==> src/design/phc_pkg.sv <==
// Shared types, widths and constants of the PID heading corrector.
// No dependencies; imported by every design module.
package phc_pkg;

    localparam int MOTOR_COUNT = 4;

    localparam int SPEED_W  = 10;
    localparam int HEAD_W   = 10;
    localparam int DT_W     = 16;
    localparam int ERR_W    = 11;
    localparam int OUT_W    = 11;
    localparam int CFG_W    = 15;
    localparam int GAIN_W   = 8;
    localparam int LIMIT_W  = 15;
    localparam int MARGIN_W = 9;
    localparam int BOUND_W  = 12;
    localparam int PROD_W   = 27;
    localparam int MAG_W    = 26;
    localparam int QUOT_W   = 22;
    localparam int QX_W     = 23;
    localparam int KSUM_W   = 24;
    localparam int ACC_W    = 16;
    localparam int PTERM_W  = 19;
    localparam int DIFF_W   = 12;
    localparam int DTERM_W  = 20;
    localparam int I100_W   = 10;
    localparam int SUM_W    = 22;

    localparam logic signed [BOUND_W-1:0] SPEED_FLOOR = -12'sd450;
    localparam logic signed [BOUND_W-1:0] SPEED_CEIL  = 12'sd450;

    // floor(x / 5) = (x * RECIP5) >> RECIP5_SHIFT, exact for any 32-bit x
    localparam int              RECIP5_SHIFT = 34;
    localparam logic [31:0]     RECIP5       = 32'hCCCC_CCCD;
    localparam int              Q5_PROD_W    = MAG_W - 2 + 32;
    // floor(x / 100) = (x * RECIP100) >> RECIP100_SHIFT, exact for x < 43690
    localparam int              RECIP100_SHIFT = 19;
    localparam logic [12:0]     RECIP100       = 13'd5243;
    localparam int              Q100_PROD_W    = ACC_W - 1 + 13;

    localparam logic [GAIN_W-1:0]   PROP_GAIN_RST  = 8'd3;
    localparam logic [GAIN_W-1:0]   DERIV_GAIN_RST = 8'd10;
    localparam logic [LIMIT_W-1:0]  LIMIT_RST      = 15'd10000;
    localparam logic [MARGIN_W-1:0] MARGIN_RST     = 9'd93;

    typedef enum logic [1:0] {
        CFG_PROP_GAIN      = 2'd0,
        CFG_DERIV_GAIN     = 2'd1,
        CFG_INTEGRAL_LIMIT = 2'd2,
        CFG_DRIVE_MARGIN   = 2'd3
    } cfg_idx_t;

    typedef logic signed [SPEED_W-1:0] speed_t;

    // Control bits that steer the integral update.
    typedef struct packed {
        logic err_zero;
        logic rem_nz;
        logic neg;
    } integ_ctl_t;

endpackage

==> src/design/phc_speed_bounds.sv <==
// Clamp window of the correction from the motor speeds and the drive margin.
// Depends on phc_pkg.
module phc_speed_bounds (
    input  phc_pkg::speed_t                        speed [phc_pkg::MOTOR_COUNT],
    input  logic [phc_pkg::MARGIN_W-1:0]           margin,
    output logic signed [phc_pkg::BOUND_W-1:0]     hi_bound,
    output logic signed [phc_pkg::BOUND_W-1:0]     lo_bound
);
    import phc_pkg::*;

    logic signed [BOUND_W-1:0] max_speed;
    logic signed [BOUND_W-1:0] min_speed;
    logic signed [BOUND_W-1:0] margin_s;

    // Seed with the nominal limits, then take every speed as given.
    always_comb
    begin
        max_speed = SPEED_FLOOR;
        min_speed = SPEED_CEIL;
        for (int i = 0; i < MOTOR_COUNT; i++)
        begin
            if (BOUND_W'(speed[i]) < min_speed)
            begin
                min_speed = BOUND_W'(speed[i]);
            end
            if (max_speed < BOUND_W'(speed[i]))
            begin
                max_speed = BOUND_W'(speed[i]);
            end
        end
    end

    assign margin_s = $signed({{(BOUND_W-MARGIN_W){1'b0}}, margin});
    assign hi_bound = margin_s - max_speed;
    assign lo_bound = -margin_s - min_speed;

endmodule

==> src/design/phc_integral.sv <==
// Integral accumulator: exact truncating divide-by-20 recombination and clamp.
// Depends on phc_pkg.
module phc_integral (
    input  logic                                clk,
    input  logic                                rst_n,
    input  logic                                upd,
    input  phc_pkg::integ_ctl_t                 ctl,
    input  logic signed [phc_pkg::QX_W-1:0]     quot,
    input  logic [phc_pkg::LIMIT_W-1:0]         limit,
    output logic signed [phc_pkg::ACC_W-1:0]    acc
);
    import phc_pkg::*;

    logic signed [ACC_W-1:0]  integ_reg;
    logic signed [ACC_W-1:0]  integ_next;
    logic signed [KSUM_W-1:0] ksum;
    logic signed [KSUM_W-1:0] kadj;
    logic signed [KSUM_W-1:0] lim_s;

    // trunc((20*I + x) / 20) = k + adj with k = I + trunc(x / 20);
    // a nonzero remainder against the sign of k pulls k one step to zero.
    always_comb
    begin
        ksum  = KSUM_W'(integ_reg) + KSUM_W'(quot);
        lim_s = $signed({{(KSUM_W-LIMIT_W){1'b0}}, limit});
        kadj  = ksum;
        if (ctl.rem_nz && ctl.neg && (ksum > 0))
        begin
            kadj = ksum - KSUM_W'(1);
        end
        else if (ctl.rem_nz && !ctl.neg && (ksum < 0))
        begin
            kadj = ksum + KSUM_W'(1);
        end
        if (kadj < -lim_s)
        begin
            acc = ACC_W'(-lim_s);
        end
        else if (kadj > lim_s)
        begin
            acc = ACC_W'(lim_s);
        end
        else
        begin
            acc = ACC_W'(kadj);
        end
        integ_next = ctl.err_zero ? '0 : acc;
    end

    always_ff @(posedge clk or negedge rst_n)
    begin
        if (!rst_n)
        begin
            integ_reg <= '0;
        end
        else if (upd)
        begin
            integ_reg <= integ_next;
        end
    end

endmodule

==> src/design/pid_heading_corrector_unit.sv <==
// PID heading corrector, top level: handshake, pipeline stages, gains.
// Depends on phc_pkg, phc_speed_bounds and phc_integral.
//
// Fully pipelined: one request is accepted every clock cycle unless a held
// result fills the pipe; each result passes seven registers (input register,
// five arithmetic stages, output register). The rate is set by the integral
// update, a combinational add, round-fix and clamp loop that each request
// passes once; all multiplications (elapsed times error, the gains, the
// reciprocal divides by 5 and by 100) sit in stages outside that loop. Every
// stage has its own valid bit, so a stalled result only holds the stages
// behind it while they are full, and a bubble is filled as soon as a
// request arrives. A request with zero heading error clears the integral
// and repeats the last correction. Configuration writes apply in the cycle
// after cfg_we and must only be issued while the pipe is empty. After reset
// no clearing pass is needed; valid bits and control state reset at once.
module pid_heading_corrector_unit (
    input  logic                                clk,
    input  logic                                rst_n,
    input  logic                                cfg_we,
    input  phc_pkg::cfg_idx_t                   cfg_index,
    input  logic [phc_pkg::CFG_W-1:0]           cfg_data,
    input  logic                                in_valid,
    output logic                                in_ready,
    input  logic signed [phc_pkg::SPEED_W-1:0]  speed_0,
    input  logic signed [phc_pkg::SPEED_W-1:0]  speed_1,
    input  logic signed [phc_pkg::SPEED_W-1:0]  speed_2,
    input  logic signed [phc_pkg::SPEED_W-1:0]  speed_3,
    input  logic signed [phc_pkg::HEAD_W-1:0]   target,
    input  logic signed [phc_pkg::HEAD_W-1:0]   measured,
    input  logic [phc_pkg::DT_W-1:0]            elapsed_ms,
    output logic                                out_valid,
    input  logic                                out_ready,
    output logic signed [phc_pkg::OUT_W-1:0]    correction
);
    import phc_pkg::*;

    localparam int STAGES = 7;

    // ---------------- configuration ----------------
    logic [GAIN_W-1:0]   kp_reg;
    logic [GAIN_W-1:0]   kd_reg;
    logic [LIMIT_W-1:0]  limit_reg;
    logic [MARGIN_W-1:0] margin_reg;

    // Keep only the low bits of each register; the index space is fully used.
    always_ff @(posedge clk or negedge rst_n)
    begin
        if (!rst_n)
        begin
            kp_reg     <= PROP_GAIN_RST;
            kd_reg     <= DERIV_GAIN_RST;
            limit_reg  <= LIMIT_RST;
            margin_reg <= MARGIN_RST;
        end
        else if (cfg_we)
        begin
            case (cfg_index)
                CFG_PROP_GAIN:      kp_reg     <= cfg_data[GAIN_W-1:0];
                CFG_DERIV_GAIN:     kd_reg     <= cfg_data[GAIN_W-1:0];
                CFG_INTEGRAL_LIMIT: limit_reg  <= cfg_data[LIMIT_W-1:0];
                CFG_DRIVE_MARGIN:   margin_reg <= cfg_data[MARGIN_W-1:0];
                default:            kp_reg     <= kp_reg;
            endcase
        end
    end

    // ---------------- stage valids and ready chain ----------------
    // Stage k may load when it is empty or its content moves on this cycle.
    logic [STAGES-1:0] valid_reg;
    logic [STAGES-1:0] valid_next;
    logic [STAGES:0]   rdy;
    logic [STAGES-1:0] adv;

    always_comb
    begin
        rdy[STAGES] = out_ready;
        for (int k = STAGES - 1; k >= 0; k--)
        begin
            rdy[k] = !valid_reg[k] || rdy[k+1];
        end
        adv[0]        = rdy[0] && in_valid;
        valid_next[0] = rdy[0] ? in_valid : valid_reg[0];
        for (int k = 1; k < STAGES; k++)
        begin
            adv[k]        = rdy[k] && valid_reg[k-1];
            valid_next[k] = rdy[k] ? valid_reg[k-1] : valid_reg[k];
        end
    end

    always_ff @(posedge clk or negedge rst_n)
    begin
        if (!rst_n)
        begin
            valid_reg <= '0;
        end
        else
        begin
            valid_reg <= valid_next;
        end
    end

    assign in_ready  = rdy[0];
    assign out_valid = valid_reg[STAGES-1];

    // ---------------- stage 0: input register ----------------
    speed_t                  in_speed [MOTOR_COUNT];
    speed_t                  s0_speed_reg [MOTOR_COUNT];
    logic signed [HEAD_W-1:0] s0_target_reg;
    logic signed [HEAD_W-1:0] s0_measured_reg;
    logic [DT_W-1:0]          s0_dt_reg;

    assign in_speed[0] = speed_0;
    assign in_speed[1] = speed_1;
    assign in_speed[2] = speed_2;
    assign in_speed[3] = speed_3;

    always_ff @(posedge clk)
    begin
        if (adv[0])
        begin
            s0_speed_reg    <= in_speed;
            s0_target_reg   <= target;
            s0_measured_reg <= measured;
            s0_dt_reg       <= elapsed_ms;
        end
    end

    // ---------------- stage 0 -> 1: error, elapsed product, P, window ----
    logic signed [ERR_W-1:0]   s1_err_next;
    logic signed [PROD_W-1:0]  s1_prod_next;
    logic signed [PTERM_W-1:0] s1_p_next;
    logic signed [BOUND_W-1:0] s1_hi_next;
    logic signed [BOUND_W-1:0] s1_lo_next;

    assign s1_err_next  = ERR_W'(s0_target_reg) - ERR_W'(s0_measured_reg);
    assign s1_prod_next = PROD_W'($signed({1'b0, s0_dt_reg})) * PROD_W'(s1_err_next);
    assign s1_p_next    = PTERM_W'(s1_err_next) * PTERM_W'($signed({1'b0, kp_reg}));

    phc_speed_bounds u_bounds (
        .speed    (s0_speed_reg),
        .margin   (margin_reg),
        .hi_bound (s1_hi_next),
        .lo_bound (s1_lo_next)
    );

    logic signed [ERR_W-1:0]   s1_err_reg;
    logic signed [PROD_W-1:0]  s1_prod_reg;
    logic signed [PTERM_W-1:0] s1_p_reg;
    logic signed [BOUND_W-1:0] s1_hi_reg;
    logic signed [BOUND_W-1:0] s1_lo_reg;

    always_ff @(posedge clk)
    begin
        if (adv[1])
        begin
            s1_err_reg  <= s1_err_next;
            s1_prod_reg <= s1_prod_next;
            s1_p_reg    <= s1_p_next;
            s1_hi_reg   <= s1_hi_next;
            s1_lo_reg   <= s1_lo_next;
        end
    end

    // ---------------- stage 1 -> 2: D term, |x| / 20 ----------------
    // Error history advances as each request leaves stage 1, in order.
    logic signed [ERR_W-1:0]   prev_err_reg;
    logic signed [DIFF_W-1:0]  err_diff;
    logic signed [DTERM_W-1:0] s2_d_next;
    logic signed [PROD_W-1:0]  prod_abs;
    logic [MAG_W-1:0]          s2_mag_next;
    logic [Q5_PROD_W-1:0]      q5_prod;
    logic [QUOT_W-1:0]         s2_quot_next;

    always_ff @(posedge clk or negedge rst_n)
    begin
        if (!rst_n)
        begin
            prev_err_reg <= '0;
        end
        else if (adv[2])
        begin
            prev_err_reg <= s1_err_reg;
        end
    end

    assign err_diff  = DIFF_W'(prev_err_reg) - DIFF_W'(s1_err_reg);
    assign s2_d_next = DTERM_W'(err_diff) * DTERM_W'($signed({1'b0, kd_reg}));

    // trunc(|x| / 20) = floor(floor(|x| / 4) / 5)
    assign prod_abs     = s1_prod_reg[PROD_W-1] ? -s1_prod_reg : s1_prod_reg;
    assign s2_mag_next  = prod_abs[MAG_W-1:0];
    assign q5_prod      = Q5_PROD_W'(s2_mag_next[MAG_W-1:2]) * Q5_PROD_W'(RECIP5);
    assign s2_quot_next = q5_prod[RECIP5_SHIFT +: QUOT_W];

    logic                      s2_zero_reg;
    logic                      s2_neg_reg;
    logic [MAG_W-1:0]          s2_mag_reg;
    logic [QUOT_W-1:0]         s2_quot_reg;
    logic signed [PTERM_W-1:0] s2_p_reg;
    logic signed [DTERM_W-1:0] s2_d_reg;
    logic signed [BOUND_W-1:0] s2_hi_reg;
    logic signed [BOUND_W-1:0] s2_lo_reg;

    always_ff @(posedge clk)
    begin
        if (adv[2])
        begin
            s2_zero_reg <= (s1_err_reg == '0);
            s2_neg_reg  <= s1_prod_reg[PROD_W-1];
            s2_mag_reg  <= s2_mag_next;
            s2_quot_reg <= s2_quot_next;
            s2_p_reg    <= s1_p_reg;
            s2_d_reg    <= s2_d_next;
            s2_hi_reg   <= s1_hi_reg;
            s2_lo_reg   <= s1_lo_reg;
        end
    end

    // ---------------- stage 2 -> 3: signed quotient, remainder flag -------
    logic [MAG_W-1:0]       quot_x20;
    integ_ctl_t             s3_ctl_next;
    logic signed [QX_W-1:0] s3_qx_next;

    assign quot_x20 = (MAG_W'(s2_quot_reg) << 4) + (MAG_W'(s2_quot_reg) << 2);
    assign s3_ctl_next.err_zero = s2_zero_reg;
    assign s3_ctl_next.rem_nz   = (s2_mag_reg != quot_x20);
    assign s3_ctl_next.neg      = s2_neg_reg;
    assign s3_qx_next = s2_neg_reg ? -$signed({1'b0, s2_quot_reg})
                                   :  $signed({1'b0, s2_quot_reg});

    integ_ctl_t                s3_ctl_reg;
    logic signed [QX_W-1:0]    s3_qx_reg;
    logic signed [PTERM_W-1:0] s3_p_reg;
    logic signed [DTERM_W-1:0] s3_d_reg;
    logic signed [BOUND_W-1:0] s3_hi_reg;
    logic signed [BOUND_W-1:0] s3_lo_reg;

    always_ff @(posedge clk)
    begin
        if (adv[3])
        begin
            s3_ctl_reg <= s3_ctl_next;
            s3_qx_reg  <= s3_qx_next;
            s3_p_reg   <= s2_p_reg;
            s3_d_reg   <= s2_d_reg;
            s3_hi_reg  <= s2_hi_reg;
            s3_lo_reg  <= s2_lo_reg;
        end
    end

    // ---------------- stage 3 -> 4: integral update ----------------
    logic signed [ACC_W-1:0] s4_acc_next;

    phc_integral u_integral (
        .clk   (clk),
        .rst_n (rst_n),
        .upd   (adv[4]),
        .ctl   (s3_ctl_reg),
        .quot  (s3_qx_reg),
        .limit (limit_reg),
        .acc   (s4_acc_next)
    );

    logic signed [ACC_W-1:0]   s4_acc_reg;
    logic                      s4_zero_reg;
    logic signed [PTERM_W-1:0] s4_p_reg;
    logic signed [DTERM_W-1:0] s4_d_reg;
    logic signed [BOUND_W-1:0] s4_hi_reg;
    logic signed [BOUND_W-1:0] s4_lo_reg;

    always_ff @(posedge clk)
    begin
        if (adv[4])
        begin
            s4_acc_reg  <= s4_acc_next;
            s4_zero_reg <= s3_ctl_reg.err_zero;
            s4_p_reg    <= s3_p_reg;
            s4_d_reg    <= s3_d_reg;
            s4_hi_reg   <= s3_hi_reg;
            s4_lo_reg   <= s3_lo_reg;
        end
    end

    // ---------------- stage 4 -> 5: integral / 100 ----------------
    logic signed [ACC_W-1:0]  acc_abs;
    logic [Q100_PROD_W-1:0]   q100_prod;
    logic [I100_W-2:0]        q100;
    logic signed [I100_W-1:0] s5_i100_next;

    assign acc_abs      = s4_acc_reg[ACC_W-1] ? -s4_acc_reg : s4_acc_reg;
    assign q100_prod    = Q100_PROD_W'(acc_abs[ACC_W-2:0]) * Q100_PROD_W'(RECIP100);
    assign q100         = q100_prod[RECIP100_SHIFT +: (I100_W-1)];
    assign s5_i100_next = s4_acc_reg[ACC_W-1] ? -$signed({1'b0, q100})
                                              :  $signed({1'b0, q100});

    logic signed [I100_W-1:0]  s5_i100_reg;
    logic                      s5_zero_reg;
    logic signed [PTERM_W-1:0] s5_p_reg;
    logic signed [DTERM_W-1:0] s5_d_reg;
    logic signed [BOUND_W-1:0] s5_hi_reg;
    logic signed [BOUND_W-1:0] s5_lo_reg;

    always_ff @(posedge clk)
    begin
        if (adv[5])
        begin
            s5_i100_reg <= s5_i100_next;
            s5_zero_reg <= s4_zero_reg;
            s5_p_reg    <= s4_p_reg;
            s5_d_reg    <= s4_d_reg;
            s5_hi_reg   <= s4_hi_reg;
            s5_lo_reg   <= s4_lo_reg;
        end
    end

    // ---------------- stage 5 -> 6: combine, clamp, hold ----------------
    // High bound first; the low bound is only tried when the high one holds.
    logic signed [SUM_W-1:0] pid_sum;
    logic signed [SUM_W-1:0] hi_ext;
    logic signed [SUM_W-1:0] lo_ext;
    logic signed [SUM_W-1:0] clamped;
    logic signed [OUT_W-1:0] corr_next;
    logic signed [OUT_W-1:0] held_reg;
    logic signed [OUT_W-1:0] corr_reg;

    always_comb
    begin
        pid_sum = SUM_W'(s5_p_reg) + SUM_W'(s5_i100_reg) - SUM_W'(s5_d_reg);
        hi_ext  = SUM_W'(s5_hi_reg);
        lo_ext  = SUM_W'(s5_lo_reg);
        if (pid_sum > hi_ext)
        begin
            clamped = hi_ext;
        end
        else if (pid_sum < lo_ext)
        begin
            clamped = lo_ext;
        end
        else
        begin
            clamped = pid_sum;
        end
        corr_next = s5_zero_reg ? held_reg : OUT_W'(clamped);
    end

    always_ff @(posedge clk or negedge rst_n)
    begin
        if (!rst_n)
        begin
            held_reg <= '0;
        end
        else if (adv[6])
        begin
            held_reg <= corr_next;
        end
    end

    always_ff @(posedge clk)
    begin
        if (adv[6])
        begin
            corr_reg <= corr_next;
        end
    end

    assign correction = corr_reg;

endmodule

==> config.mk <==
export PLATFORM = sky130hd
export DESIGN_NAME = pid_heading_corrector_unit
export DESIGN_NICKNAME = d
export VERILOG_FILES = /design/src/design/phc_pkg.sv /design/src/design/phc_speed_bounds.sv /design/src/design/phc_integral.sv /design/src/design/pid_heading_corrector_unit.sv
export SDC_FILE = /design/constraint.sdc
export NUM_CORES = 2
export LEC_CHECK = 0
export BUFFER_PORTS_ARGS = -buffer_cell sky130_fd_sc_hd__buf_2
export CORE_MARGIN = 2
export CORE_UTILIZATION = 60
export DETAILED_ROUTE_END_ITERATION = 10
export PLACE_DENSITY = 0.79
export SKIP_CTS_REPAIR_TIMING = 1
export SYNTH_ARGS = -nofsm -noshare
export SYNTH_HDL_FRONTEND = slang
export SYNTH_SLANG_ARGS = --single-unit
==> constraint.sdc <==
create_clock -name clk -period 13.1 [get_ports clk]
set_clock_uncertainty 0.2 [all_clocks]
set_input_delay 2.62 -clock clk [delete_from_list [all_inputs] [get_ports clk]]
set_output_delay 2.62 -clock clk [all_outputs]
set_load 0.005 [all_outputs]
==> out/results.md <==
| Group | Metric | This run |
| --- | --- | --- |
| outcome | Outcome | finished clean |
| synth | Post-synthesis xor/xnor area fraction | 0.0445 |
| synth | Area contributors post-synth | edfxtp_1 (28%), fa_1 (20%), ha_1 (16%) |
| clocking | TritonCTS clock tree | yes |
| layout | Final #Nets | 6584 |
| routing | Residual DRC count | 0 |
| synth | Fraction of the mapped netlist area in simple logic gates | 0.103 |
| synth | Share of the synthesized area in the top cell type | 0.282 |
| die | Total die area | 0.0955 sq mm |
| routing | Via count of the routed design | 36.7k |
| global route | Global-route total usage across every layer | 0.259 |
| synth | Number of synthesized flops with an enable pin | 524 |
| timing | Final setup fails | 0 |
| global route | Via count of the first global-routing pass | 37.9k |
| die | Area inside the core boundary | 0.0919 sq mm |
| worst setup path | Largest delay contributor family on the critical path | compound AO/OA/AOI/OAI gates |
| routing | Mean number of vias per cell | 5.63 |
| synth | Adder-cell share of the synthesized area | 0.356 |
| timing | F_max | 93.2 MHz |
| timing | Slew at the pin closest to its max-slew limit | 1.20 ns |
| timing | Endpoints failing hold | 0 |
| synth | Register area share after synthesis | 0.320 |
| worst setup path | Slowest Stage Delay on Critical Path | 0.92 ns |
| layout | Share of layout cells above drive strength 1 | 0.0799 |
| routing | Final WL | 120000 um |
| run | Max capacitance violation total | 0 |
| synth | Synth warnings | 0 |
| worst setup path | Kind of critical path | flop to flop |
| synth | Main combinational cell family by area after synthesis | adder cells |
| layout | Most frequent standard cell in the layout excluding fill and tap cells | inv_1 |
| synth | Async set-reset flop share out of synthesis | 0.140 |
| clocking | H-tree levels | 3 |
| global route | Total congestion overflow | 0 |
| die | Site row count | 111 |
| global route | Pin count of the biggest net entering global routing | 84 |
| clocking | Maximum root-to-sink buffer count | 3 |
| routing | Final antenna-violating net count | 0 |
| synth | Main synth FF type | edfxtp_1 |
| worst setup path | Worst path buffer plus inverter count | 2 |
| timing | Tmin final | 10.73 ns |
| timing | Setup total negative slack | 0 ns |
| clocking | Num CTS Buffers | 68 |
| worst setup path | Highest fanout seen on the critical path | 15 |
| synth | Post-synthesis compound-gate area fraction | 0.0782 |
| synth | Number of instances in the synthesized netlist | 5127 |
| timing | Fin Hold WS | 0.204 ns |
| worst setup path | Cell repeated most along the worst path | a21oi_1 |
| synth | Post-synthesis net count | 6487 |
| placed design | Buffers added on ports | 110 |
| layout | Max reg flops | 40 |
| clocking | Clock-pin slew on the worst setup and hold paths | 0.07 ns |
| timing | Slew headroom | 0.197 |
| min path | Hold Crit Class | flop to flop |
| synth | Proportion of synthesized area in mux cells | 0.0245 |
| worst setup path | Arrival time at the worst endpoint | 11.01 ns |
| worst setup path | Kind of end point of the critical path | flop |
| layout | Synthesis-to-finish area growth | 7.71% |
| timing | Share of the clock period used by the worst path after layout | 0.819 |
| die | Io pins | 111 |
| synth | Register bit count reported by yosys | 609 |
| clocking | Latest clock arrival within the worst-skew pair | 0.64 ns |
| routing | Final routed wire length divided by cell count | 18.4 um |
| layout | Leading cell types in the layout, fill and taps excluded | inv_1 (963), ha_1 (717), fa_1 (545), edfxtp_1 (524), nand2_1 (313) |
| timing | Unrepaired setup endpoints after global routing | no |
| timing | Fin. max-slew vios | 0 |
| die | Width of the chip | 309 um |
| routing | First-pass DRT Iterations | 7 |
| synth | Post-Syn Area | 0.0559 sq mm |
| worst setup path | Critical Path RT | 13.38 ns |
| synth | Synthesized area divided by synthesized cell count | 10.9 sq um |
| die | Chip Height | 309 um |
| synth | Distinct cell type count of the synthesized netlist | 102 |
| clocking | Clock tree root driver cell | clkbuf_16 |
| die | Initial standard-cell utilization of the core | 0.608 |
| global route | Global-route wire length before repair | 195000 um |
| global route | Antenna violations before repair | 2 |
| clocking | Count of clock tree sinks | 609 |
| placed design | Routability congestion estimate from global placement | 0.991 |
| worst setup path | Kind of start point of the critical path | flop |
| worst setup path | CP max stage cell | o22ai_1 |
| routing | Violation count after the first detailed-route iteration | 2605 |
| synth | Post-synth top area cell | edfxtp_1 |
| placed design | HPWL Detailed | 94900 um |
==> per-layer routing <==
metal,routed length (um),vias to the layer above,global-route usage
met5,0,-,0
met4,4030,0,0.0881
met3,5970,239,0.0363
met2,58500,951,0.438
met1,51300,18203,0.344
li1,-,17323,-
==> cell families (layout without fill, tap and decap cells) <==
| kind of cell | after synthesis | after routing |
|---|---|---|
| adder cells (fa/ha/maj) | 1262 | 1262 |
| AND/OR/NAND/NOR | 1114 | 1114 |
| buffers and inverters | 1071 | 1223 |
| AO/OA/AOI/OAI | 662 | 662 |
| flip-flops | 609 | 609 |
| XOR/XNOR | 283 | 283 |
| multiplexers | 126 | 126 |
| other | 0 | 1 |
==> area by class of cell <==
cell class	count	area (sq um)
diodes	1	2.50
clock buffers	80	1770
well taps	1243	1560
inverters	964	3620
repair buffers	134	733
flip-flops and latches	609	17900
clock inverters	45	667
multi-input cells	3447	33900
fillers	6963	31800
==> synthesized netlist by cell type (all sizes together), types with 7 or more instances <==
master	instances
a2111oi	7
a21boi	19
mux2i	42
and2	189
xnor2	216
ha	717
a211oi	16
mux2	84
o41ai	13
nor2	160
edfxtp	524
and4	8
nand2	314
and3	29
nand4	41
nor4	15
a22o	14
or3	23
buf	16
o31ai	17
clkbuf	87
nand2b	54
or2	23
a31oi	19
inv	964
nand3b	7
dfstp	14
or4	18
o2111ai	12
nor2b	80
fa	545
a31o	9
o21a	38
o21ai	173
nand3	61
o21bai	28
a21oi	158
o211ai	11
dfrtp	71
xor2	67
a21o	68
nor3	76
==> per-stage QoR <==
step           instances  setup WS [ns]   util  cell area (sq um)
4_1_cts             6522           2.40  0.654              60200
3_3_place_gp        6397           2.61  0.628              57700
6_report            6523           2.37  0.654              60200
5_1_grt             6523           1.59  0.654              60200
3_5_place_dp        6397           2.43  0.628              57700
2_1_floorplan       5127           3.69      -              55900
==> final timing paths <==
path	slack, ns	endpoint	from	depth (start not counted)
worst max register to register	2.37	s1_lo_reg[11]	s0_speed_reg[35]	41
min in group asynchronous	1.78	held_reg[8]	rst_n	1
worst min register to register	0.20	s3_d_reg[18]	s2_d_reg[18]	0
max in group asynchronous	9.73	u_integral.integ_reg[7]	rst_n	2
worst max-delay path	2.37	s1_lo_reg[11]	s0_speed_reg[35]	41
worst min-delay path	0.20	s3_d_reg[18]	s2_d_reg[18]	0
==> worst reg2reg max path, delay by kind of cell (launching register included) <==
kind / cells / cell delay [ns]
mux: 2 / 0.80
fa+ha+maj: 5 / 1.89
compound gates: 19 / 4.60
flops: 1 / 0.43
simple gates: 13 / 2.55
buf+inv: 2 / 0.15
Power is not shown: default switching activity piles up to over one toggle a cycle in this logic, so the estimate is an artifact.
